===== src/hdl/tgbd_pkg.sv =====
// ----------------------------------------------------------------------------
// tgbd_pkg
// shared types, codes and widths for the graphics byte decoder
// ----------------------------------------------------------------------------
package tgbd_pkg;

    localparam int COORD_BITS = 12;
    localparam int CFG_BITS   = 13;
    localparam int PROD_BITS  = COORD_BITS + CFG_BITS;
    localparam int SX_BITS    = 13;
    localparam int SY_BITS    = 14;
    localparam int CNT_BITS   = $clog2(PROD_BITS + 1);

    // display modes
    localparam logic [2:0] MODE_ALPHA   = 3'd0;
    localparam logic [2:0] MODE_VECTOR  = 3'd1;
    localparam logic [2:0] MODE_MARKER  = 3'd2;
    localparam logic [2:0] MODE_PLOT    = 3'd3;
    localparam logic [2:0] MODE_UNKNOWN = 3'd4;

    // actions
    localparam logic [2:0] ACT_MOVE = 3'd0;
    localparam logic [2:0] ACT_DRAW = 3'd1;
    localparam logic [2:0] ACT_MARK = 3'd2;
    localparam logic [2:0] ACT_PASS = 3'd3;
    localparam logic [2:0] ACT_BEEP = 3'd4;
    localparam logic [2:0] ACT_VT   = 3'd5;

    // result kinds
    localparam logic [1:0] KIND_NONE   = 2'd0;
    localparam logic [1:0] KIND_SIMPLE = 2'd1;
    localparam logic [1:0] KIND_POINT  = 2'd2;

    // register indexes
    localparam logic [2:0] REG_SCREEN_W = 3'd0;
    localparam logic [2:0] REG_SCREEN_H = 3'd1;
    localparam logic [2:0] REG_VIEW_W   = 3'd2;
    localparam logic [2:0] REG_VIEW_H   = 3'd3;
    localparam logic [2:0] REG_BEEP     = 3'd4;
    localparam logic [2:0] REG_AUTO_VT  = 3'd5;

    // control bytes
    localparam logic [7:0] CH_BEL = 8'h07;
    localparam logic [7:0] CH_BS  = 8'h08;
    localparam logic [7:0] CH_HT  = 8'h09;
    localparam logic [7:0] CH_LF  = 8'h0a;
    localparam logic [7:0] CH_CR  = 8'h0d;
    localparam logic [7:0] CH_CAN = 8'h18;
    localparam logic [7:0] CH_ESC = 8'h1b;
    localparam logic [7:0] CH_FS  = 8'h1c;
    localparam logic [7:0] CH_GS  = 8'h1d;
    localparam logic [7:0] CH_RS  = 8'h1e;
    localparam logic [7:0] CH_US  = 8'h1f;
    localparam logic [7:0] CH_SP  = 8'h20;
    localparam logic [7:0] CH_LOX = 8'h40;
    localparam logic [7:0] CH_LOY = 8'h60;
    localparam logic [7:0] CH_DEL = 8'h7f;
    localparam logic [7:0] CH_P   = 8'h50;

    typedef struct packed {
        logic [CFG_BITS-1:0] screen_w;
        logic [CFG_BITS-1:0] screen_h;
        logic [CFG_BITS-1:0] view_w;
        logic [CFG_BITS-1:0] view_h;
        logic                beep_en;
        logic                auto_vt;
    } cfg_t;

    typedef struct packed {
        logic accept;
        logic mul;
        logic div_start;
        logic div_sel_y;
        logic emit;
    } cmd_t;

    typedef struct packed {
        logic [1:0] kind;
        logic       div_done;
    } status_t;

endpackage


===== src/hdl/tgbd_div.sv =====
// ----------------------------------------------------------------------------
// tgbd_div
// restoring divider, one quotient bit per cycle
// ----------------------------------------------------------------------------
module tgbd_div
    import tgbd_pkg::*;
(
    input  logic                 clk,
    input  logic                 rst_n,
    input  logic                 start,
    input  logic [PROD_BITS-1:0] dividend,
    input  logic [CFG_BITS-1:0]  divisor,
    output logic                 done,
    output logic [PROD_BITS-1:0] quotient
);

    logic [PROD_BITS-1:0] dq_reg, dq_next;
    logic [CFG_BITS:0]    rem_reg, rem_next;
    logic [CFG_BITS-1:0]  div_reg, div_next;
    logic [CNT_BITS-1:0]  cnt_reg, cnt_next;
    logic                 busy_reg, busy_next;
    logic                 done_reg, done_next;
    logic [CFG_BITS:0]    trial;
    logic                 qbit;

    always_comb
    begin
        trial     = {rem_reg[CFG_BITS-1:0], dq_reg[PROD_BITS-1]};
        qbit      = (trial >= {1'b0, div_reg});
        dq_next   = dq_reg;
        rem_next  = rem_reg;
        div_next  = div_reg;
        cnt_next  = cnt_reg;
        busy_next = busy_reg;
        done_next = 1'b0;
        if (start)
        begin
            dq_next   = dividend;
            rem_next  = '0;
            div_next  = divisor;
            cnt_next  = CNT_BITS'(PROD_BITS - 1);
            busy_next = 1'b1;
        end
        else if (busy_reg)
        begin
            rem_next = qbit ? (trial - {1'b0, div_reg}) : trial;
            dq_next  = {dq_reg[PROD_BITS-2:0], qbit};
            cnt_next = cnt_reg - 1'b1;
            if (cnt_reg == '0)
            begin
                busy_next = 1'b0;
                done_next = 1'b1;
            end
        end
    end

    always_ff @(posedge clk or negedge rst_n)
    begin
        if (!rst_n)
        begin
            busy_reg <= 1'b0;
            done_reg <= 1'b0;
            cnt_reg  <= '0;
        end
        else
        begin
            busy_reg <= busy_next;
            done_reg <= done_next;
            cnt_reg  <= cnt_next;
        end
    end

    always_ff @(posedge clk)
    begin
        dq_reg  <= dq_next;
        rem_reg <= rem_next;
        div_reg <= div_next;
    end

    assign done     = done_reg;
    assign quotient = dq_reg;

endmodule


===== src/hdl/tgbd_datapath.sv =====
// ----------------------------------------------------------------------------
// tgbd_datapath
// byte decode, decoder state, scaling and the output word register
// ----------------------------------------------------------------------------
module tgbd_datapath
    import tgbd_pkg::*;
(
    input  logic        clk,
    input  logic        rst_n,
    input  cfg_t        cfg,
    input  cmd_t        cmd,
    input  logic [7:0]  in_byte,
    output status_t     status,
    output logic [63:0] out_word
);

    logic [2:0] mode_reg, mode_next;
    logic       mp_reg, mp_next, mk_reg, mk_next, aa_reg, aa_next;
    logic       pen_reg, pen_next, rs_reg, rs_next;
    logic [1:0] lc_reg, lc_next;
    logic [4:0] lprev_reg, lprev_next, llast_reg, llast_next;
    logic [4:0] hx_reg, hx_next, hy_reg, hy_next, ly_reg, ly_next, ex_reg, ex_next;
    logic [COORD_BITS-1:0] px_reg, px_next, py_reg, py_next;
    logic [1:0] kind;
    logic [2:0] act;
    logic [7:0] pass;
    logic [2:0] act_reg;
    logic [7:0] pass_reg;
    logic [1:0] kind_reg;
    logic [PROD_BITS-1:0] prodx_reg, prody_reg, qx_reg, quot;
    logic [CFG_BITS-1:0]  vw_nz, vh_nz;
    logic                 div_done;
    logic [63:0]          word_reg;
    logic [SX_BITS-1:0]   sx;
    logic signed [PROD_BITS+1:0] sy_full;
    logic [SY_BITS-1:0]   sy;

    function automatic logic [COORD_BITS-1:0] clamp_step(
        input logic [COORD_BITS-1:0] p,
        input logic [1:0]            dir,
        input logic [CFG_BITS-1:0]   span_nz
    );
        logic signed [COORD_BITS+1:0] v;
        logic signed [COORD_BITS+1:0] hi;
        begin
            hi = $signed({1'b0, span_nz}) - (COORD_BITS+2)'(1);
            if (hi > $signed((COORD_BITS+2)'((1 << COORD_BITS) - 1)))
                hi = $signed((COORD_BITS+2)'((1 << COORD_BITS) - 1));
            v = $signed({2'b00, p});
            if (dir == 2'd1)
                v = v + (COORD_BITS+2)'(4);
            else if (dir == 2'd2)
                v = v - (COORD_BITS+2)'(4);
            if (v > hi)
                v = hi;
            if (v < 0)
                v = '0;
            clamp_step = v[COORD_BITS-1:0];
        end
    endfunction

    function automatic logic graphic_ignored(input logic [7:0] b);
        begin
            graphic_ignored = (b <= 8'h06) || (b >= 8'h08 && b <= 8'h0c) ||
                              (b >= 8'h0e && b <= 8'h17) || b == 8'h19 ||
                              b == 8'h1a || b[7];
        end
    endfunction

    function automatic logic [63:0] out_next();
        begin
            if (kind_reg == KIND_POINT)
                out_next = {2'b00, 8'h00, sy, sx, py_reg, px_reg, act_reg};
            else
                out_next = {2'b00, (act_reg == ACT_PASS) ? pass_reg : 8'h00,
                            51'd0, act_reg};
        end
    endfunction

    assign vw_nz = (cfg.view_w == '0) ? CFG_BITS'(1) : cfg.view_w;
    assign vh_nz = (cfg.view_h == '0) ? CFG_BITS'(1) : cfg.view_h;

    always_comb
    begin
        logic [1:0] dx, dy;
        logic       step_ok;
        mode_next  = mode_reg;
        mp_next    = mp_reg;
        mk_next    = mk_reg;
        aa_next    = aa_reg;
        pen_next   = pen_reg;
        rs_next    = rs_reg;
        lc_next    = lc_reg;
        lprev_next = lprev_reg;
        llast_next = llast_reg;
        hx_next    = hx_reg;
        hy_next    = hy_reg;
        ly_next    = ly_reg;
        ex_next    = ex_reg;
        px_next    = px_reg;
        py_next    = py_reg;
        kind       = KIND_NONE;
        act        = ACT_PASS;
        pass       = 8'h00;
        dx         = 2'd0;
        dy         = 2'd0;
        step_ok    = 1'b1;
        if (mode_reg >= MODE_UNKNOWN)
        begin
            if (in_byte == CH_US)
            begin
                mode_next = MODE_ALPHA;
                aa_next   = 1'b0;
            end
        end
        else if (in_byte == CH_CAN)
        begin
            if (cfg.auto_vt)
            begin
                kind = KIND_SIMPLE;
                act  = ACT_VT;
            end
        end
        else if (in_byte == CH_ESC)
        begin
            kind = KIND_SIMPLE;
            pass = in_byte;
        end
        else if (in_byte == CH_FS || in_byte == CH_GS)
        begin
            mp_next   = 1'b1;
            aa_next   = 1'b0;
            mode_next = (in_byte == CH_FS) ? MODE_MARKER : MODE_VECTOR;
        end
        else if (in_byte == CH_RS)
        begin
            mode_next = MODE_PLOT;
            rs_next   = 1'b1;
        end
        else if (mode_reg == MODE_ALPHA)
        begin
            if (in_byte == CH_BEL)
            begin
                if (cfg.beep_en)
                begin
                    kind = KIND_SIMPLE;
                    act  = ACT_BEEP;
                end
            end
            else if (in_byte == CH_BS || in_byte == CH_HT || in_byte == CH_LF ||
                     in_byte == CH_CR || (in_byte >= CH_SP && in_byte != CH_DEL))
            begin
                kind = KIND_SIMPLE;
                pass = in_byte;
            end
        end
        else if (in_byte == CH_BEL)
        begin
            if ((mode_reg == MODE_VECTOR || mode_reg == MODE_MARKER) && mp_reg)
                mp_next = 1'b0;
            else if (cfg.beep_en)
            begin
                kind = KIND_SIMPLE;
                act  = ACT_BEEP;
            end
        end
        else if (in_byte == CH_CR)
        begin
            mode_next = MODE_ALPHA;
            aa_next   = 1'b0;
            kind      = KIND_SIMPLE;
            pass      = in_byte;
        end
        else if (in_byte == CH_US)
        begin
            mode_next = MODE_ALPHA;
            aa_next   = 1'b0;
        end
        else if (graphic_ignored(in_byte))
        begin
            kind = KIND_NONE;
        end
        else if (mode_reg == MODE_PLOT)
        begin
            if (in_byte == CH_DEL)
                kind = KIND_NONE;
            else if (rs_reg)
            begin
                rs_next = 1'b0;
                if (in_byte == CH_SP)
                    pen_next = 1'b0;
                else if (in_byte == CH_P)
                    pen_next = 1'b1;
                else
                    mode_next = MODE_UNKNOWN;
            end
            else
            begin
                // dir code: 1 up by four, 2 down by four
                case (in_byte)
                    8'h41: dx = 2'd1;
                    8'h42: dx = 2'd2;
                    8'h44: dy = 2'd1;
                    8'h45: begin dx = 2'd1; dy = 2'd1; end
                    8'h46: begin dx = 2'd2; dy = 2'd1; end
                    8'h48: dy = 2'd2;
                    8'h49: begin dx = 2'd1; dy = 2'd2; end
                    8'h4a: begin dx = 2'd2; dy = 2'd2; end
                    default: step_ok = 1'b0;
                endcase
                if (step_ok)
                begin
                    px_next = clamp_step(px_reg, dx, vw_nz);
                    py_next = clamp_step(py_reg, dy, vh_nz);
                    kind    = KIND_POINT;
                    act     = pen_reg ? ACT_DRAW : ACT_MOVE;
                end
            end
        end
        else
        begin
            if (!aa_reg)
            begin
                lc_next = 2'd0;
                aa_next = 1'b1;
                if (mode_reg == MODE_MARKER)
                begin
                    mp_next = 1'b1;
                    mk_next = 1'b1;
                end
                else
                    mk_next = 1'b0;
            end
            if (in_byte < CH_LOX)
            begin
                if (lc_next == 2'd0)
                    hy_next = in_byte[4:0];
                else
                    hx_next = in_byte[4:0];
            end
            else if (in_byte >= CH_LOY)
            begin
                lprev_next = llast_reg;
                llast_next = in_byte[4:0];
                if (lc_next < 2'd2)
                    lc_next = lc_next + 2'd1;
            end
            else
            begin
                aa_next = 1'b0;
                if (lc_next > 2'd1)
                    ex_next = lprev_reg;
                if (lc_next > 2'd0)
                    ly_next = llast_reg;
                px_next = {hx_next, in_byte[4:0], ex_next[1:0]};
                py_next = {hy_next, ly_next, ex_next[3:2]};
                kind    = KIND_POINT;
                if (mk_next)
                    act = ACT_MARK;
                else
                    act = mp_next ? ACT_MOVE : ACT_DRAW;
                mp_next = 1'b0;
                mk_next = 1'b0;
            end
        end
    end

    always_ff @(posedge clk or negedge rst_n)
    begin
        if (!rst_n)
        begin
            mode_reg  <= MODE_ALPHA;
            mp_reg    <= 1'b0;
            mk_reg    <= 1'b0;
            aa_reg    <= 1'b0;
            pen_reg   <= 1'b0;
            rs_reg    <= 1'b0;
            lc_reg    <= 2'd0;
            lprev_reg <= '0;
            llast_reg <= '0;
            hx_reg    <= '0;
            hy_reg    <= '0;
            ly_reg    <= '0;
            ex_reg    <= '0;
            px_reg    <= '0;
            py_reg    <= '0;
            kind_reg  <= KIND_NONE;
        end
        else if (cmd.accept)
        begin
            mode_reg  <= mode_next;
            mp_reg    <= mp_next;
            mk_reg    <= mk_next;
            aa_reg    <= aa_next;
            pen_reg   <= pen_next;
            rs_reg    <= rs_next;
            lc_reg    <= lc_next;
            lprev_reg <= lprev_next;
            llast_reg <= llast_next;
            hx_reg    <= hx_next;
            hy_reg    <= hy_next;
            ly_reg    <= ly_next;
            ex_reg    <= ex_next;
            px_reg    <= px_next;
            py_reg    <= py_next;
            kind_reg  <= kind;
        end
    end

    always_ff @(posedge clk)
    begin
        if (cmd.accept)
        begin
            act_reg  <= act;
            pass_reg <= pass;
        end
        if (cmd.mul)
        begin
            prodx_reg <= PROD_BITS'(px_reg) * PROD_BITS'(cfg.screen_w);
            prody_reg <= PROD_BITS'(py_reg) * PROD_BITS'(cfg.screen_h);
        end
        // x quotient is ready in the cycle that starts the y division
        if (div_done && cmd.div_start)
            qx_reg <= quot;
        if (cmd.emit)
            word_reg <= out_next();
    end

    tgbd_div u_div (
        .clk      (clk),
        .rst_n    (rst_n),
        .start    (cmd.div_start),
        .dividend (cmd.div_sel_y ? prody_reg : prodx_reg),
        .divisor  (cmd.div_sel_y ? vh_nz : vw_nz),
        .done     (div_done),
        .quotient (quot)
    );

    // saturate scaled coordinates
    always_comb
    begin
        sx = (qx_reg > PROD_BITS'((1 << SX_BITS) - 1)) ? {SX_BITS{1'b1}}
                                                      : qx_reg[SX_BITS-1:0];
        sy_full = (PROD_BITS+2)'($signed({2'b00, PROD_BITS'(cfg.screen_h)})
                  - $signed((PROD_BITS+2)'(1)) - $signed({2'b00, quot}));
        if (sy_full > $signed((PROD_BITS+2)'((1 << (SY_BITS - 1)) - 1)))
            sy = {1'b0, {(SY_BITS-1){1'b1}}};
        else if (sy_full < -$signed((PROD_BITS+2)'(1 << (SY_BITS - 1))))
            sy = {1'b1, {(SY_BITS-1){1'b0}}};
        else
            sy = sy_full[SY_BITS-1:0];
    end

    assign status.kind     = kind;
    assign status.div_done = div_done;
    assign out_word        = word_reg;

endmodule


===== src/hdl/tgbd_ctrl.sv =====
// ----------------------------------------------------------------------------
// tgbd_ctrl
// sequencer: accept, multiply, two divisions, output handoff
// ----------------------------------------------------------------------------
module tgbd_ctrl
    import tgbd_pkg::*;
(
    input  logic    clk,
    input  logic    rst_n,
    input  logic    in_valid,
    output logic    in_ready,
    output logic    out_valid,
    input  logic    out_ready,
    input  status_t status,
    output cmd_t    cmd
);

    localparam logic [2:0] S_IDLE = 3'd0;
    localparam logic [2:0] S_MUL  = 3'd1;
    localparam logic [2:0] S_DIVX = 3'd2;
    localparam logic [2:0] S_DIVY = 3'd3;
    localparam logic [2:0] S_EMIT = 3'd4;

    logic [2:0] state_reg, state_next;
    logic       ov_reg, ov_next;
    logic       slot_free;
    // the x division starts on the first cycle after the multiply
    logic       mul_d_reg;

    assign slot_free = !ov_reg || out_ready;

    always_comb
    begin
        state_next    = state_reg;
        ov_next       = ov_reg && !out_ready;
        cmd           = '0;
        cmd.accept    = (state_reg == S_IDLE) && in_valid;
        cmd.div_sel_y = (state_reg == S_DIVY);
        unique case (state_reg)
            S_IDLE:
            begin
                if (in_valid)
                begin
                    if (status.kind == KIND_POINT)
                        state_next = S_MUL;
                    else if (status.kind == KIND_SIMPLE)
                        state_next = S_EMIT;
                end
            end
            S_MUL:
            begin
                cmd.mul    = 1'b1;
                state_next = S_DIVX;
            end
            S_DIVX:
            begin
                cmd.div_start = mul_d_reg;
                if (status.div_done)
                begin
                    cmd.div_start = 1'b1;
                    cmd.div_sel_y = 1'b1;
                    state_next    = S_DIVY;
                end
            end
            S_DIVY:
            begin
                if (status.div_done)
                    state_next = S_EMIT;
            end
            S_EMIT:
            begin
                if (slot_free)
                begin
                    cmd.emit   = 1'b1;
                    ov_next    = 1'b1;
                    state_next = S_IDLE;
                end
            end
            default: state_next = S_IDLE;
        endcase
    end

    always_ff @(posedge clk or negedge rst_n)
    begin
        if (!rst_n)
        begin
            state_reg <= S_IDLE;
            ov_reg    <= 1'b0;
            mul_d_reg <= 1'b0;
        end
        else
        begin
            state_reg <= state_next;
            ov_reg    <= ov_next;
            mul_d_reg <= (state_reg == S_MUL);
        end
    end

    assign in_ready  = (state_reg == S_IDLE);
    assign out_valid = ov_reg;

endmodule


===== src/hdl/tek_graphics_byte_decoder.sv =====
// ----------------------------------------------------------------------------
// tek_graphics_byte_decoder
// graphics terminal byte decoder with screen scaling
// ----------------------------------------------------------------------------
// s_axis carries one received terminal byte per word in s_tdata[7:0].
// m_axis carries one result word per byte that produces one: action, terminal
// x/y, scaled screen x/y and a passed-on byte. Bytes that cause no result
// only update the decoder state.
// A byte that gives no result frees the input on the next cycle. A simple
// result (pass, beep, switch to vt) goes from the emit state into the output
// register once it is free, and the next byte is taken after that.
// A byte that completes a point passes through a multiply, the start of the x
// division, then two 25-step serial divisions on the shared divider (x then
// y), each closed by a done strobe, and the emit into the output register
// before the next byte is taken.
// The result sits in an output register, so a stalled m_tready does not
// block the next byte; only the following result waits for the register.
// Reset clears the mode to alpha, the address state, the point and the output
// valid flag, and loads the default screen and view sizes. The user must write
// registers over the apb port only while idle; the block does not enforce it.
// ----------------------------------------------------------------------------
module tek_graphics_byte_decoder
    import tgbd_pkg::*;
(
    input  logic        clk,
    input  logic        rst_n,
    input  logic        s_tvalid,
    output logic        s_tready,
    input  logic [7:0]  s_tdata,   // in_byte
    output logic        m_tvalid,
    input  logic        m_tready,
    // action[2:0] tek_x[14:3] tek_y[26:15] screen_x[39:27] screen_y[53:40]
    // pass_byte[61:54] zero[63:62]
    output logic [63:0] m_tdata,
    input  logic        psel,
    input  logic        penable,
    input  logic        pwrite,
    input  logic [4:0]  paddr,
    input  logic [31:0] pwdata,
    output logic [31:0] prdata,
    output logic        pready
);

    cfg_t    cfg_reg, cfg_next;
    cmd_t    cmd;
    status_t status;
    logic    wr_en;

    assign pready = 1'b1;
    assign wr_en  = psel && penable && pwrite;

    always_comb
    begin
        cfg_next = cfg_reg;
        if (wr_en)
        begin
            unique case (paddr[4:2])
                REG_SCREEN_W: cfg_next.screen_w = pwdata[CFG_BITS-1:0];
                REG_SCREEN_H: cfg_next.screen_h = pwdata[CFG_BITS-1:0];
                REG_VIEW_W:   cfg_next.view_w   = pwdata[CFG_BITS-1:0];
                REG_VIEW_H:   cfg_next.view_h   = pwdata[CFG_BITS-1:0];
                REG_BEEP:     cfg_next.beep_en  = pwdata[0];
                REG_AUTO_VT:  cfg_next.auto_vt  = pwdata[0];
                default:      cfg_next = cfg_reg;
            endcase
        end
    end

    always_comb
    begin
        unique case (paddr[4:2])
            REG_SCREEN_W: prdata = 32'(cfg_reg.screen_w);
            REG_SCREEN_H: prdata = 32'(cfg_reg.screen_h);
            REG_VIEW_W:   prdata = 32'(cfg_reg.view_w);
            REG_VIEW_H:   prdata = 32'(cfg_reg.view_h);
            REG_BEEP:     prdata = 32'(cfg_reg.beep_en);
            REG_AUTO_VT:  prdata = 32'(cfg_reg.auto_vt);
            default:      prdata = 32'd0;
        endcase
    end

    always_ff @(posedge clk or negedge rst_n)
    begin
        if (!rst_n)
        begin
            cfg_reg.screen_w <= CFG_BITS'(1024);
            cfg_reg.screen_h <= CFG_BITS'(780);
            cfg_reg.view_w   <= CFG_BITS'(4096);
            cfg_reg.view_h   <= CFG_BITS'(3120);
            cfg_reg.beep_en  <= 1'b1;
            cfg_reg.auto_vt  <= 1'b0;
        end
        else
        begin
            cfg_reg <= cfg_next;
        end
    end

    tgbd_ctrl u_ctrl (
        .clk       (clk),
        .rst_n     (rst_n),
        .in_valid  (s_tvalid),
        .in_ready  (s_tready),
        .out_valid (m_tvalid),
        .out_ready (m_tready),
        .status    (status),
        .cmd       (cmd)
    );

    tgbd_datapath u_dp (
        .clk      (clk),
        .rst_n    (rst_n),
        .cfg      (cfg_reg),
        .cmd      (cmd),
        .in_byte  (s_tdata),
        .status   (status),
        .out_word (m_tdata)
    );

    a_div_not_idle: assert property (@(posedge clk) disable iff (!rst_n)
        status.div_done |-> !s_tready)
        else $error("divider finished while idle");

    a_action_range: assert property (@(posedge clk) disable iff (!rst_n)
        m_tvalid |-> m_tdata[2:0] <= ACT_VT)
        else $error("action code out of range");

    a_pass_no_coord: assert property (@(posedge clk) disable iff (!rst_n)
        (m_tvalid && m_tdata[2:0] == ACT_PASS) |-> m_tdata[53:3] == '0)
        else $error("pass word carries coordinates");

    a_emit_slot: assert property (@(posedge clk) disable iff (!rst_n)
        (m_tvalid && !m_tready) |-> !cmd.emit)
        else $error("output overwritten while stalled");

endmodule


===== config.mk =====
export PLATFORM = sky130hd
export DESIGN_NAME = tek_graphics_byte_decoder
export DESIGN_NICKNAME = d
export VERILOG_FILES = /design/src/hdl/tgbd_pkg.sv /design/src/hdl/tgbd_div.sv /design/src/hdl/tgbd_datapath.sv /design/src/hdl/tgbd_ctrl.sv /design/src/hdl/tek_graphics_byte_decoder.sv
export SDC_FILE = /design/constraint.sdc
export NUM_CORES = 1
export LEC_CHECK = 0
export ABC_CLOCK_PERIOD_IN_PS = 8480
export BUFFER_PORTS_ARGS = -buffer_cell sky130_fd_sc_hd__buf_2
export CAP_MARGIN = 20
export CORE_ASPECT_RATIO = 0.8
export CORE_MARGIN = 4
export CORE_UTILIZATION = 45
export DETAILED_ROUTE_END_ITERATION = 12
export SYNTH_ARGS = -nofsm -noshare
export SYNTH_HDL_FRONTEND = slang
export SYNTH_SLANG_ARGS = --single-unit

===== constraint.sdc =====
create_clock -name clk -period 8.48 [get_ports clk]
set_input_delay 0.848 -clock clk [delete_from_list [all_inputs] [get_ports clk]]
set_output_delay 0.848 -clock clk [all_outputs]
set_load 0.03 [all_outputs]

* After elaboration in Yosys (flattened, before gate mapping) *
Index checks and enable logic that the tools add are counted.

word-level totals
  word-level logic and storage cells = 563
  register bits after elaboration = 332
  bits of input ports = 52
  output and inout bits = 99

cells by class
  $lt $le $gt $ge = 22
  reductions and logical operators = 61
  bitwise gates (word level) = 17
  muxes and demuxes = 329
  add/subtract/negate cells = 11
  $mul = 2
  eq/ne operators = 81

operator list
  operator                 number
  $mux W14                 93
  $mux W12                 14
  $mux W3                  42
  $mux W2                  61
  $mux W1                  94
  $eq A8 B7 Y1 const B     10
  $mux W13                 6
  $pmux W13 S6             1
  $mux W25                 3
  $eq A8 B5 Y1 const B     8
  $mux W8                  8
  $reduce_and A14 Y1       4
  $mul A12 B13 Y25         2
  $ne A9 B1 Y1 const B     5
  $sub A13 B1 Y14 const B  3
  $reduce_and A12 Y1       3
  $eq A8 B4 Y1 const B     4
  $ne A2 B1 Y1 const B     15
  $gt A14 B13 Y1 const B   2
  $gt A14 B14 Y1           2
  $lt A14 B1 Y1 const B    2
  $gt A27 B14 Y1 const B   1
  $lt A27 B14 Y1 const B   1
  $sub A27 B26 Y27         1
  other kinds (52)         138

* Depth between registers and ports, before layout *
Gate-level depths: netlist (run 1).

  depth after elaboration = 56
  depth in mapped cells = 25
  mapped depth without buffers = 23

* By module *
Synthesis (run 1) repeated with hierarchy kept, for this count alone.

unflattened totals
  cell total of the unflattened synthesis = 2910
  area, all modules = 28934.0 µm²

modules (own cells, without submodules)
  module                     times used  sequential area each (µm²)  area an instance (µm²)  cells each
  tgbd_datapath              1           6045.8                      22806.9                 2427
  tgbd_div                   1           1576.5                      3093.0                  273
  tek_graphics_byte_decoder  1           1365.1                      2735.1                  182
  tgbd_ctrl                  1           125.1                       299.0                   28

* Worst setup path before layout (run 1) *
OpenSTA, ideal clock, no wires.

  path type = register to register
  start point = register u_dp.px_reg[5]
  end point = register u_dp.prodx_reg[24] (data pin)
  clock period less this slack = 5.973 ns
  data required time = 8.222 ns
  slack = 2.507 ns
  buffers on the path = 2
  arrival = 5.716 ns
  setup time = 0.258 ns
  cell stages (with the launch flop) = 22
  path through = dfrtp_1 -> clkbuf_1 -> buf_1 -> nand2_1 -> fa_1 -> inv_1 -> fa_1 -> inv_1 -> fa_1 -> inv_1 -> fa_1 -> fa_1 -> ha_1 -> or2_2 -> a21oi_1 -> a21oi_1 -> and4_1 -> o31ai_1 -> o21ai_0 -> a41o_1 -> o21ba_2 -> xnor2_1

on the way
  word-level cells in the longest chain between the ends = 1

RTL lines
  element                   RTL line              text
  start: declaration        tgbd_datapath.sv:23   logic [COORD_BITS-1:0] px_reg, px_next, py_reg, py_next;
  start signal: assignment  tgbd_datapath.sv:304  px_reg <= px_next;
  $mul A12 B13 Y25          tgbd_datapath.sv:319  prodx_reg <= PROD_BITS'(px_reg) * PROD_BITS'(cfg.screen_w);
  end signal: assignment    tgbd_datapath.sv:319
  end: declaration          tgbd_datapath.sv:30   logic [PROD_BITS-1:0] prodx_reg, prody_reg, qx_reg, quot;

Every way passes these cells.
A chain may end at the register's enable or synchronous reset.

* Worst setup path after layout (run 1) *
  start point = register u_dp.px_reg[3]
  end point = register u_dp.prodx_reg[24] (data pin)

Same word-level chain as after synthesis.

==> flow_summary.yaml, run 1 <==
outcome:
  status: "completed"
critical_path:
  critPathLaunchType: "register"
  cp.required_ns: 8.78
  critical_path_class: "register to register"
  crit_path_top_delay_cell: "dfrtp_1"
  crit_chain: "nand2_1 -> fa_1 -> inv_1 -> fa_1 -> inv_1 -> fa_1 -> inv_1 -> fa_1 -> fa_1 -> ha_1 -> or2_2 -> a21oi_1 -> a21oi_1 -> and4_1 -> o31ai_1 -> o21ai_0 -> a41o_1 -> o21ba_2 -> xnor2_1"
  arrival_ns: 6.90
  max_stage_delay_ns: 0.97
  critPathMaxFanout: 22
  cpMostUsedCell: "fa_1"
  crit_path_end_kind: "register"
placement:
  dpl_cell_area_sq_mm: 0.0295
  port-buffer-count: 107
  hpwlAfterDp_microns: 56900
  preCtsSetupSlack_ns: 1.99
  gp_congestion: 0.916
  dp.cells: 3713
yosys:
  synth_area_leaders: "edfxtp_1, fa_1, dfrtp_1"
  synth_edf_count: 186
  ys_ff_latch: 329
  syn_area_per_cell_sq_um: 9.77
  async_reset_ff_frac: 0.395
  synthFlopType: "edfxtp_1"
  synth.top_cell.area_share: 0.198
  ys_seq_area_frac: 0.322
  yosys.area.top_type: "edfxtp_1"
  ys_warn_count: 0
  syn_inst: 2893
  synth_area_sq_mm: 0.0283
  ys_types: 80
global_routing:
  antenna_found_initial: 1
  grt_pass1_wl_microns: 119000
  grt_max_degree: 71
  first_global_vias: 21200
  grt_overflow: 0
  track_usage: 0.225
pwr:
  powerDensity_mw_per_mm2: 203
  sw_frac_of_total: 0.381
  comb_power_share: 0.339
  finalPower_w: 0.00625
  power.leakage_nw: 14.5
  switching_power_w: 0.00238
  peakVddDrop_mv: 0.167
  clock_power_share: 0.282
  seqPwrFrac: 0.380
  p_int_w: 0.00387
sta:
  finClkSkew_ns: 0.0432
  post-route-period-util: 0.778
  maxSlewViolCount: 0
  relSlewSlack: 0.332
  timing.fmax_ghz: 0.152
  rsz0062_at_grt: "false"
  setup_violations: 0
  tightest_slew_ns: 1.00
  fin_crit_ns: 6.60
  timing.final.ws_setup_ns: 1.88
  hold_violations: 0
  fin_tns_setup_ns: 0
clocking:
  cts_inserted_buffers: 39
  clock-root-buffer: "clkbuf_16"
  clock_sinks: 329
  clock_path_buffers: 3
  ctsHoldBuffers: 0
  h-tree-depth: 2
  cts_setup_buffers: 0
  clk_pin_slew_worst_paths_ns: 0.06
  worstSkewPairLatency_ns: 0.58
  cts_resized: 0
  cts_tree: "done"
floorplanning:
  num_rows: 81
  die_y_microns: 232
  core_area_sq_mm: 0.0616
  io_pins: 151
  start_util: 0.459
  die_w_microns: 288
  die_area_sq_mm: 0.0669
layout:
  final_common_cell: "nand2_1"
  final_cells: 3787
  largest_reg_flops: 62
  area_growth_pct: 9.12
  final_cell_mix: "nand2_1, inv_1, fa_1"
  drive_gt1_frac: 0.123
  nets: 3407
  design_area_sq_mm: 0.0309
route:
  antenna_left: 0
  finalWirelength_microns: 73800
  drc: 0
  vias_per_cell: 5.50
  drt_first_pass_iters: 5
  drt_iter0_markers: 1504
  wl_per_cell_microns: 19.5
  vias: 20800
worst_hold_path:
  min_path_type: "primary input to asynchronous set/reset pin"
job:
  max_cap_violations: 0
[metrics by stage]
step	util	hold slack [ns]
after detailed placement	0.479	0.435
after floorplan	-	0.426
final	0.501	0.295
after global routing	0.501	0.342
after global placement	0.479	0.439
after CTS	0.500	0.303
[power by group through the flow]
stage | logic (W) | registers [W] | clock network (W)
3_3_place_gp | 0.00206 | 0.00238 | 0
2_1_floorplan | 0.00171 | 0.00212 | 0
3_5_place_dp | 0.00210 | 0.00240 | 0
5_1_grt | 0.00236 | 0.00241 | 0.00186
4_1_cts | 0.00211 | 0.00236 | 0.00180
6_report | 0.00212 | 0.00237 | 0.00176
[logic make-up (layout without fill, tap and decap cells)]
kind of cell / Yosys count / after routing / share of synthesized area
and+or+nand+nor: 940 / 940 / 0.163
buffers and inverters: 494 / 533 / 0.0688
adders and majority gates: 430 / 430 / 0.249
AOI/OAI and AO/OA: 420 / 420 / 0.0932
DFF: 329 / 329 / 0.322
muxes: 168 / 168 / 0.0694
xor gates and xnor gates: 110 / 110 / 0.0341
other: 2 / 27 / 0.000266
[routing by layer]
layer,routed length [microns],part of all wire,GRT usage,up-vias
li1,-,-,-,9749
met1,35300,0.48,0.330,10400
met2,31800,0.43,0.345,598
met3,4920,0.067,0.0429,102
met4,1740,0.024,0.0542,0
met5,0,0,0,-
[critical path, delay by kind of cell (launching register included)]
family,cells,cell delay (ns)
AOI/OAI and AO/OA,6,1.53
xor gates and xnor gates,1,0.11
adders and majority gates,6,2.80
buffers and inverters,3,0.16
DFF,1,0.97
and+or+nand+nor,3,0.74
[area by class of cell]
type,instances,area [sq um]
fill,5662,30800
multi-input combinational,2094,17400
sequential,329,9110
inverter,321,1200
clock buffer,46,1040
tap,830,1040
timing repair buffer,140,795
clock inverter,26,290
antenna,1,2.50
[cell usage after synthesis, types with 25 or more instances]
library cell  count
mux2_2           95
a21oi_1          98
nand3_1          47
nor3_1           50
clkbuf_1        134
mux2i_1          60
o21a_1           25
fa_1            222
nand2_1         360
o21ai_0         122
ha_1            208
xnor2_1          69
dfrtp_1         119
edfxtp_1        186
nor2b_1          32
xor2_1           41
inv_1           321
and2_1          171
nor2_1          136
a21o_1           33
[final timing paths]
path	slack, ns	end	start	depth (start not counted)
setup / recovery	1.88	u_dp.prodx_reg[24]	u_dp.px_reg[3]	19
hold / removal	0.30	u_dp.rs_reg	rst_n	1
setup reg to reg	1.88	u_dp.prodx_reg[24]	u_dp.px_reg[3]	19
hold reg to reg	0.45	u_dp.out_word[1]	u_dp.act_reg[1]	0
max in group asynchronous	6.89	u_dp.u_div.cnt_reg[2]	rst_n	2
min in group clk	0.45	u_dp.out_word[1]	u_dp.act_reg[1]	0
(Power assumes the default switching activity.)
==> run 2, diff against run 1 <==
Settings changed: ABC_CLOCK_PERIOD_IN_PS 8480 to 6700.
Clock period 8.48 ns to 6.7 ns, I/O delays scaled along.
==> run 2 against run 1 <==
  * Worst setup slack got worse by 1.4 ns
  * First-iteration DRC count rose by 3.6%
  * Count of clock-buffer cells in the layout fell by 3
  * Die area did not move
  * Clock power rose by 29%
  * Hold slack got worse by 0.22 ns
  * Combinational power rose by 33%
  * Total power rose by 28%
  * Non-clock buffer count rose by 30
  * Core utilization rose by 0.42 points
  * Largest power group unchanged
  * Highest routed layer unchanged
==> flow_summary.yaml, run 2 (synthesis results as in run 1) <==
outcome:
  status: "completed"
clocking:
  clk_pin_slew_worst_paths_ns: 0.06
  h-tree-depth: 2
  cts_inserted_buffers: 38
  cts_setup_buffers: 0
  cts_tree: "done"
  clock_path_buffers: 3
  cts_resized: 0
  ctsHoldBuffers: 0
  clock-root-buffer: "clkbuf_16"
  clock_sinks: 329
  worstSkewPairLatency_ns: 0.58
route:
  antenna_left: 0
  drt_first_pass_iters: 5
  vias_per_cell: 5.55
  drt_iter0_markers: 1558
  drc: 0
  finalWirelength_microns: 76000
  vias: 21100
  wl_per_cell_microns: 19.9
sta:
  holdWs_ns: 0.0713
  finClkSkew_ns: 0.0444
  timing.final.ws_setup_ns: 0.447
  fin_crit_ns: 6.25
  timing.fmax_ghz: 0.160
  setup_violations: 0
  tightest_slew_ns: 0.997
  relSlewSlack: 0.327
  rsz0062_at_grt: "false"
  post-route-period-util: 0.933
  fin_tns_setup_ns: 0
  hold_violations: 0
  maxSlewViolCount: 0
critical_path:
  crit_path_end_kind: "register"
  critPathMaxFanout: 11
  cpMostUsedCell: "fa_1"
  critPathLaunchType: "register"
  cp.required_ns: 7.00
  arrival_ns: 6.55
  max_stage_delay_ns: 0.57
  crit_chain: "buf_4 -> nand2_1 -> fa_1 -> inv_1 -> ha_1 -> fa_1 -> inv_1 -> fa_1 -> fa_1 -> inv_1 -> ha_1 -> o21ai_0 -> a21boi_0 -> o21ai_0 -> a21oi_1 -> and4_1 -> o31ai_2 -> o21ai_0 -> a41o_1 -> o21ba_2 -> xnor2_1"
  critical_path_class: "register to register"
  crit_path_top_delay_cell: "fa_1"
placement:
  port-buffer-count: 107
  dpl_cell_area_sq_mm: 0.0297
  gp_congestion: 0.913
  preCtsSetupSlack_ns: 0.228
  hpwlAfterDp_microns: 59200
layout:
  final_common_cell: "nand2_1"
  fillers: 5743
  largest_reg_flops: 62
  design_area_sq_mm: 0.0311
  nets: 3436
  drive_gt1_frac: 0.131
  n_antenna_cell: 0
  area_growth_pct: 10.0
  final_cell_mix: "nand2_1, inv_1, fa_1"
pwr:
  peakVddDrop_mv: 0.202
  power.leakage_nw: 14.7
  powerDensity_mw_per_mm2: 258
  finalPower_w: 0.00803
global_routing:
  track_usage: 0.233
  grt_overflow: 0
  grt_pass1_wl_microns: 123000
  grt_max_degree: 78
  antenna_found_initial: 1
  first_global_vias: 21700
floorplanning:
  start_util: 0.459
  die_y_microns: 232
  die_area_sq_mm: 0.0669
  io_pins: 151
  core_area_sq_mm: 0.0616
  die_w_microns: 288
  num_rows: 81
job:
  max_cap_violations: 0
worst_hold_path:
  min_path_type: "primary input to asynchronous set/reset pin"
[run 2: cell types whose count changed in the layout (fill, tap and decap cells not counted), moves of 2 or more]
| cell | delta |
|---|---|
| clkinvlp_4 | -3 |
| clkinv_4 | -2 |
| clkinv_1 | +2 |
| bufinv_16 | +3 |
| buf_4 | +29 |
| clkbuf_1 | -2 |
[run 2: area by class of cell]
cell class | count | area, sq um | area share
Clock buffer | 43 | 1010 | 0.0325
Clock inverter | 25 | 332 | 0.0107
Inverter | 321 | 1200 | 0.0387
Multi-Input combinational cell | 2094 | 17400 | 0.559
Sequential cell | 329 | 9110 | 0.293
Tap cell | 830 | 1040 | 0.0334
Timing Repair Buffer | 170 | 1030 | 0.0332
[run 2: report_power, final]
group          switching (W)  internal (W)
sequential          0.000443       0.00249
clock               0.000901       0.00136
combinational        0.00167       0.00115
[run 2: critical path: cells and delay by family (launching register included)]
family | cells | cell delay, ns
AO/OA/AOI/OAI | 8 | 1.92
XOR/XNOR | 1 | 0.12
adder cells (fa/ha/maj) | 6 | 2.65
buffers and inverters | 4 | 0.40
flip-flops | 1 | 0.53
AND/OR/NAND/NOR | 2 | 0.37
[run 2: stage by stage]
stage | std cells | utilization
after CTS | 3810 | 0.504
after global routing | 3812 | 0.505
after floorplan | 2917 | -
after detailed placement | 3742 | 0.482
final | 3812 | 0.505
after global placement | 3742 | 0.482
[run 2: layer usage]
metal,global-route usage,share of wire
met4,0.0441,0.017
met3,0.0278,0.056
met2,0.372,0.45
met1,0.347,0.48
met5,0,0
[run 2: final timing paths]
kind                       depth (start not counted)       startpoint            endpoint  slack, ns
setup / recovery                                  21   u_dp.px_reg[5]  u_dp.prodx_reg[24]       0.45
hold / removal                                     1            rst_n         u_dp.aa_reg       0.07
setup reg to reg                                  21   u_dp.px_reg[5]  u_dp.prodx_reg[24]       0.45
hold reg to reg                                    0  u_dp.act_reg[0]    u_dp.out_word[0]       0.46
max in group asynchronous                          3            rst_n         cfg_reg[51]       5.51
min in group clk                                   2        pwdata[4]         cfg_reg[45]       0.38
==> run 3, diff against run 2 <==
Settings changed: CTS_BUF_LIST from default to sky130_fd_sc_hd__clkbuf_4.
==> run 3 against run 2 <==
  * Fmax is 0.13% lower
  * Register-to-register slack hardly changed
  * Core utilization is 0.26 points lower
  * Sequential share of layout area increased by 0.15 points
  * Largest cell class unchanged
  * Routed wire length is 0.80% higher
  * Count of clock-buffer cells in the layout up 86
==> flow_summary.yaml, run 3 (synthesis results as in run 1) <==
outcome:
  status: "completed"
clocking:
  clock_sinks: 329
  clock-root-buffer: "clkbuf_4"
  cts_tree: "done"
  clk_pin_slew_worst_paths_ns: 0.07
  worstSkewPairLatency_ns: 0.90
  cts_inserted_buffers: 92
  h-tree-depth: 3
  cts_setup_buffers: 0
  clock_path_buffers: 3
placement:
  port-buffer-count: 107
  gp_congestion: 0.913
  preCtsSetupSlack_ns: 0.228
  hpwlAfterDp_microns: 59200
sta:
  timing.final.ws_setup_ns: 0.439
  tightest_slew_ns: 1.01
  relSlewSlack: 0.320
  timing.fmax_ghz: 0.160
  finClkSkew_ns: 0.0588
  post-route-period-util: 0.934
  maxSlewViolCount: 0
  rsz0062_at_grt: "false"
  hold_violations: 0
  setup_violations: 0
  fin_tns_setup_ns: 0
  holdWs_ns: 0.0801
  fin_crit_ns: 6.26
pwr:
  powerDensity_mw_per_mm2: 246
  finalPower_w: 0.00761
  peakVddDrop_mv: 0.177
  power.leakage_nw: 14.7
critical_path:
  critical_path_class: "register to register"
  reg2reg_depth: 21
  crit_path_top_delay_cell: "fa_1"
  path_buf_inv: 4
  critPathMaxFanout: 11
  max_stage_delay_ns: 0.57
  worstReg2RegEnd: "u_dp.prodx_reg[24]"
  cpMostUsedCell: "fa_1"
  crit_chain: "buf_4 -> nand2_1 -> fa_1 -> inv_1 -> ha_1 -> fa_1 -> inv_1 -> fa_1 -> fa_1 -> inv_1 -> ha_1 -> o21ai_0 -> a21boi_0 -> o21ai_0 -> a21oi_1 -> and4_1 -> o31ai_2 -> o21ai_0 -> a41o_1 -> o21ba_2 -> xnor2_1"
  crit_family: "adder cells"
  arrival_ns: 6.89
  cp.required_ns: 7.33
  reg2reg_from: "u_dp.px_reg[5]"
  regToRegSetupSlack_ns: 0.44
  critPathLaunchType: "register"
  crit_path_end_kind: "register"
worst_hold_path:
  hold_end: "cfg_reg[45]"
  min_path_type: "primary input to register"
  hp-start: "pwdata[4]"
  min_path_cells: 2
route:
  antenna_left: 0
  drt_iter0_markers: 1565
  drt_first_pass_iters: 8
  vias_per_cell: 5.46
  finalWirelength_microns: 76600
  drc: 0
  vias: 21400
  wl_per_cell_microns: 19.5
layout:
  drive_gt1_frac: 0.153
  area_growth_pct: 9.47
  final_cell_mix: "nand2_1, inv_1, fa_1"
  largest_reg_flops: 62
  fillers: 5818
  final_common_cell: "nand2_1"
  nets: 3491
floorplanning:
  die_w_microns: 288
  io_pins: 151
  die_y_microns: 232
  start_util: 0.459
  core_area_sq_mm: 0.0616
  num_rows: 81
  die_area_sq_mm: 0.0669
global_routing:
  antenna_found_initial: 2
  grt_pass1_wl_microns: 123000
  first_global_vias: 22200
  track_usage: 0.236
  grt_max_degree: 78
  grt_overflow: 0
job:
  max_cap_violations: 0
==> run 3: cell count changes in the layout (fill, tap and decap cells not counted), sizes merged <==
cell | before | now
diode | 0 | 6
bufinv | 7 | 0
clkinv | 13 | 37
clkbuf | 44 | 130
clkinvlp | 2 | 1
dlygate4sd3 | 0 | 1
inv | 324 | 323
==> run 3: report_power, final <==
part / switching (W) / internal, W
Sequential: 0.000441 / 0.00249
Clock: 0.000952 / 0.000902
Combinational: 0.00167 / 0.00115
==> run 3: layout make-up <==
type / count / area [sq um] / area share
antenna: 6 / 15.0 / 0.000485
clock buffer: 129 / 968 / 0.0313
clock inverter: 40 / 191 / 0.00618
inverter: 321 / 1200 / 0.0389
multi-input combinational: 2094 / 17400 / 0.561
sequential: 329 / 9110 / 0.294
tap: 830 / 1040 / 0.0336
timing repair buffer: 171 / 1040 / 0.0337
==> run 3: repair_timing <==
action | in CTS | in global routing
gates resized for setup | 0 | 4
hold buffers | 1 | 0
endpoints found under the hold margin | 53 | 0
setup endpoints to repair | 0 | 6
==> run 3: worst max-delay path by stage <==
stage,from,endpoint,slack [ns],cells after the start
after floorplan,u_dp.px_reg[5],u_dp.prodx_reg[24],0.73,21
after global placement,u_dp.px_reg[5],u_dp.prodx_reg[24],0.32,21
after detailed placement,u_dp.px_reg[5],u_dp.prodx_reg[24],0.23,21
after CTS,u_dp.px_reg[5],u_dp.prodx_reg[24],0.19,21
after global routing,u_dp.px_reg[5],u_dp.prodx_reg[24],0.09,21
final,u_dp.px_reg[5],u_dp.prodx_reg[24],0.44,21
==> run 3: metrics by stage <==
stage          instances  cell area (sq um)   util
3_3_place_gp        3742              29700  0.482
6_report            3920              31000  0.502
4_1_cts             3912              30900  0.501
5_1_grt             3920              31000  0.502
3_5_place_dp        3742              29700  0.482
2_1_floorplan       2917              28400      -
==> run 3: routing by layer <==
metal  wire (microns)  GRT usage  up-vias
met1            35600      0.335    10600
met3             4990     0.0501      133
met5                0          0        -
met2            33800      0.362      653
li1                 -          -     9987
met4             2230     0.0724        0
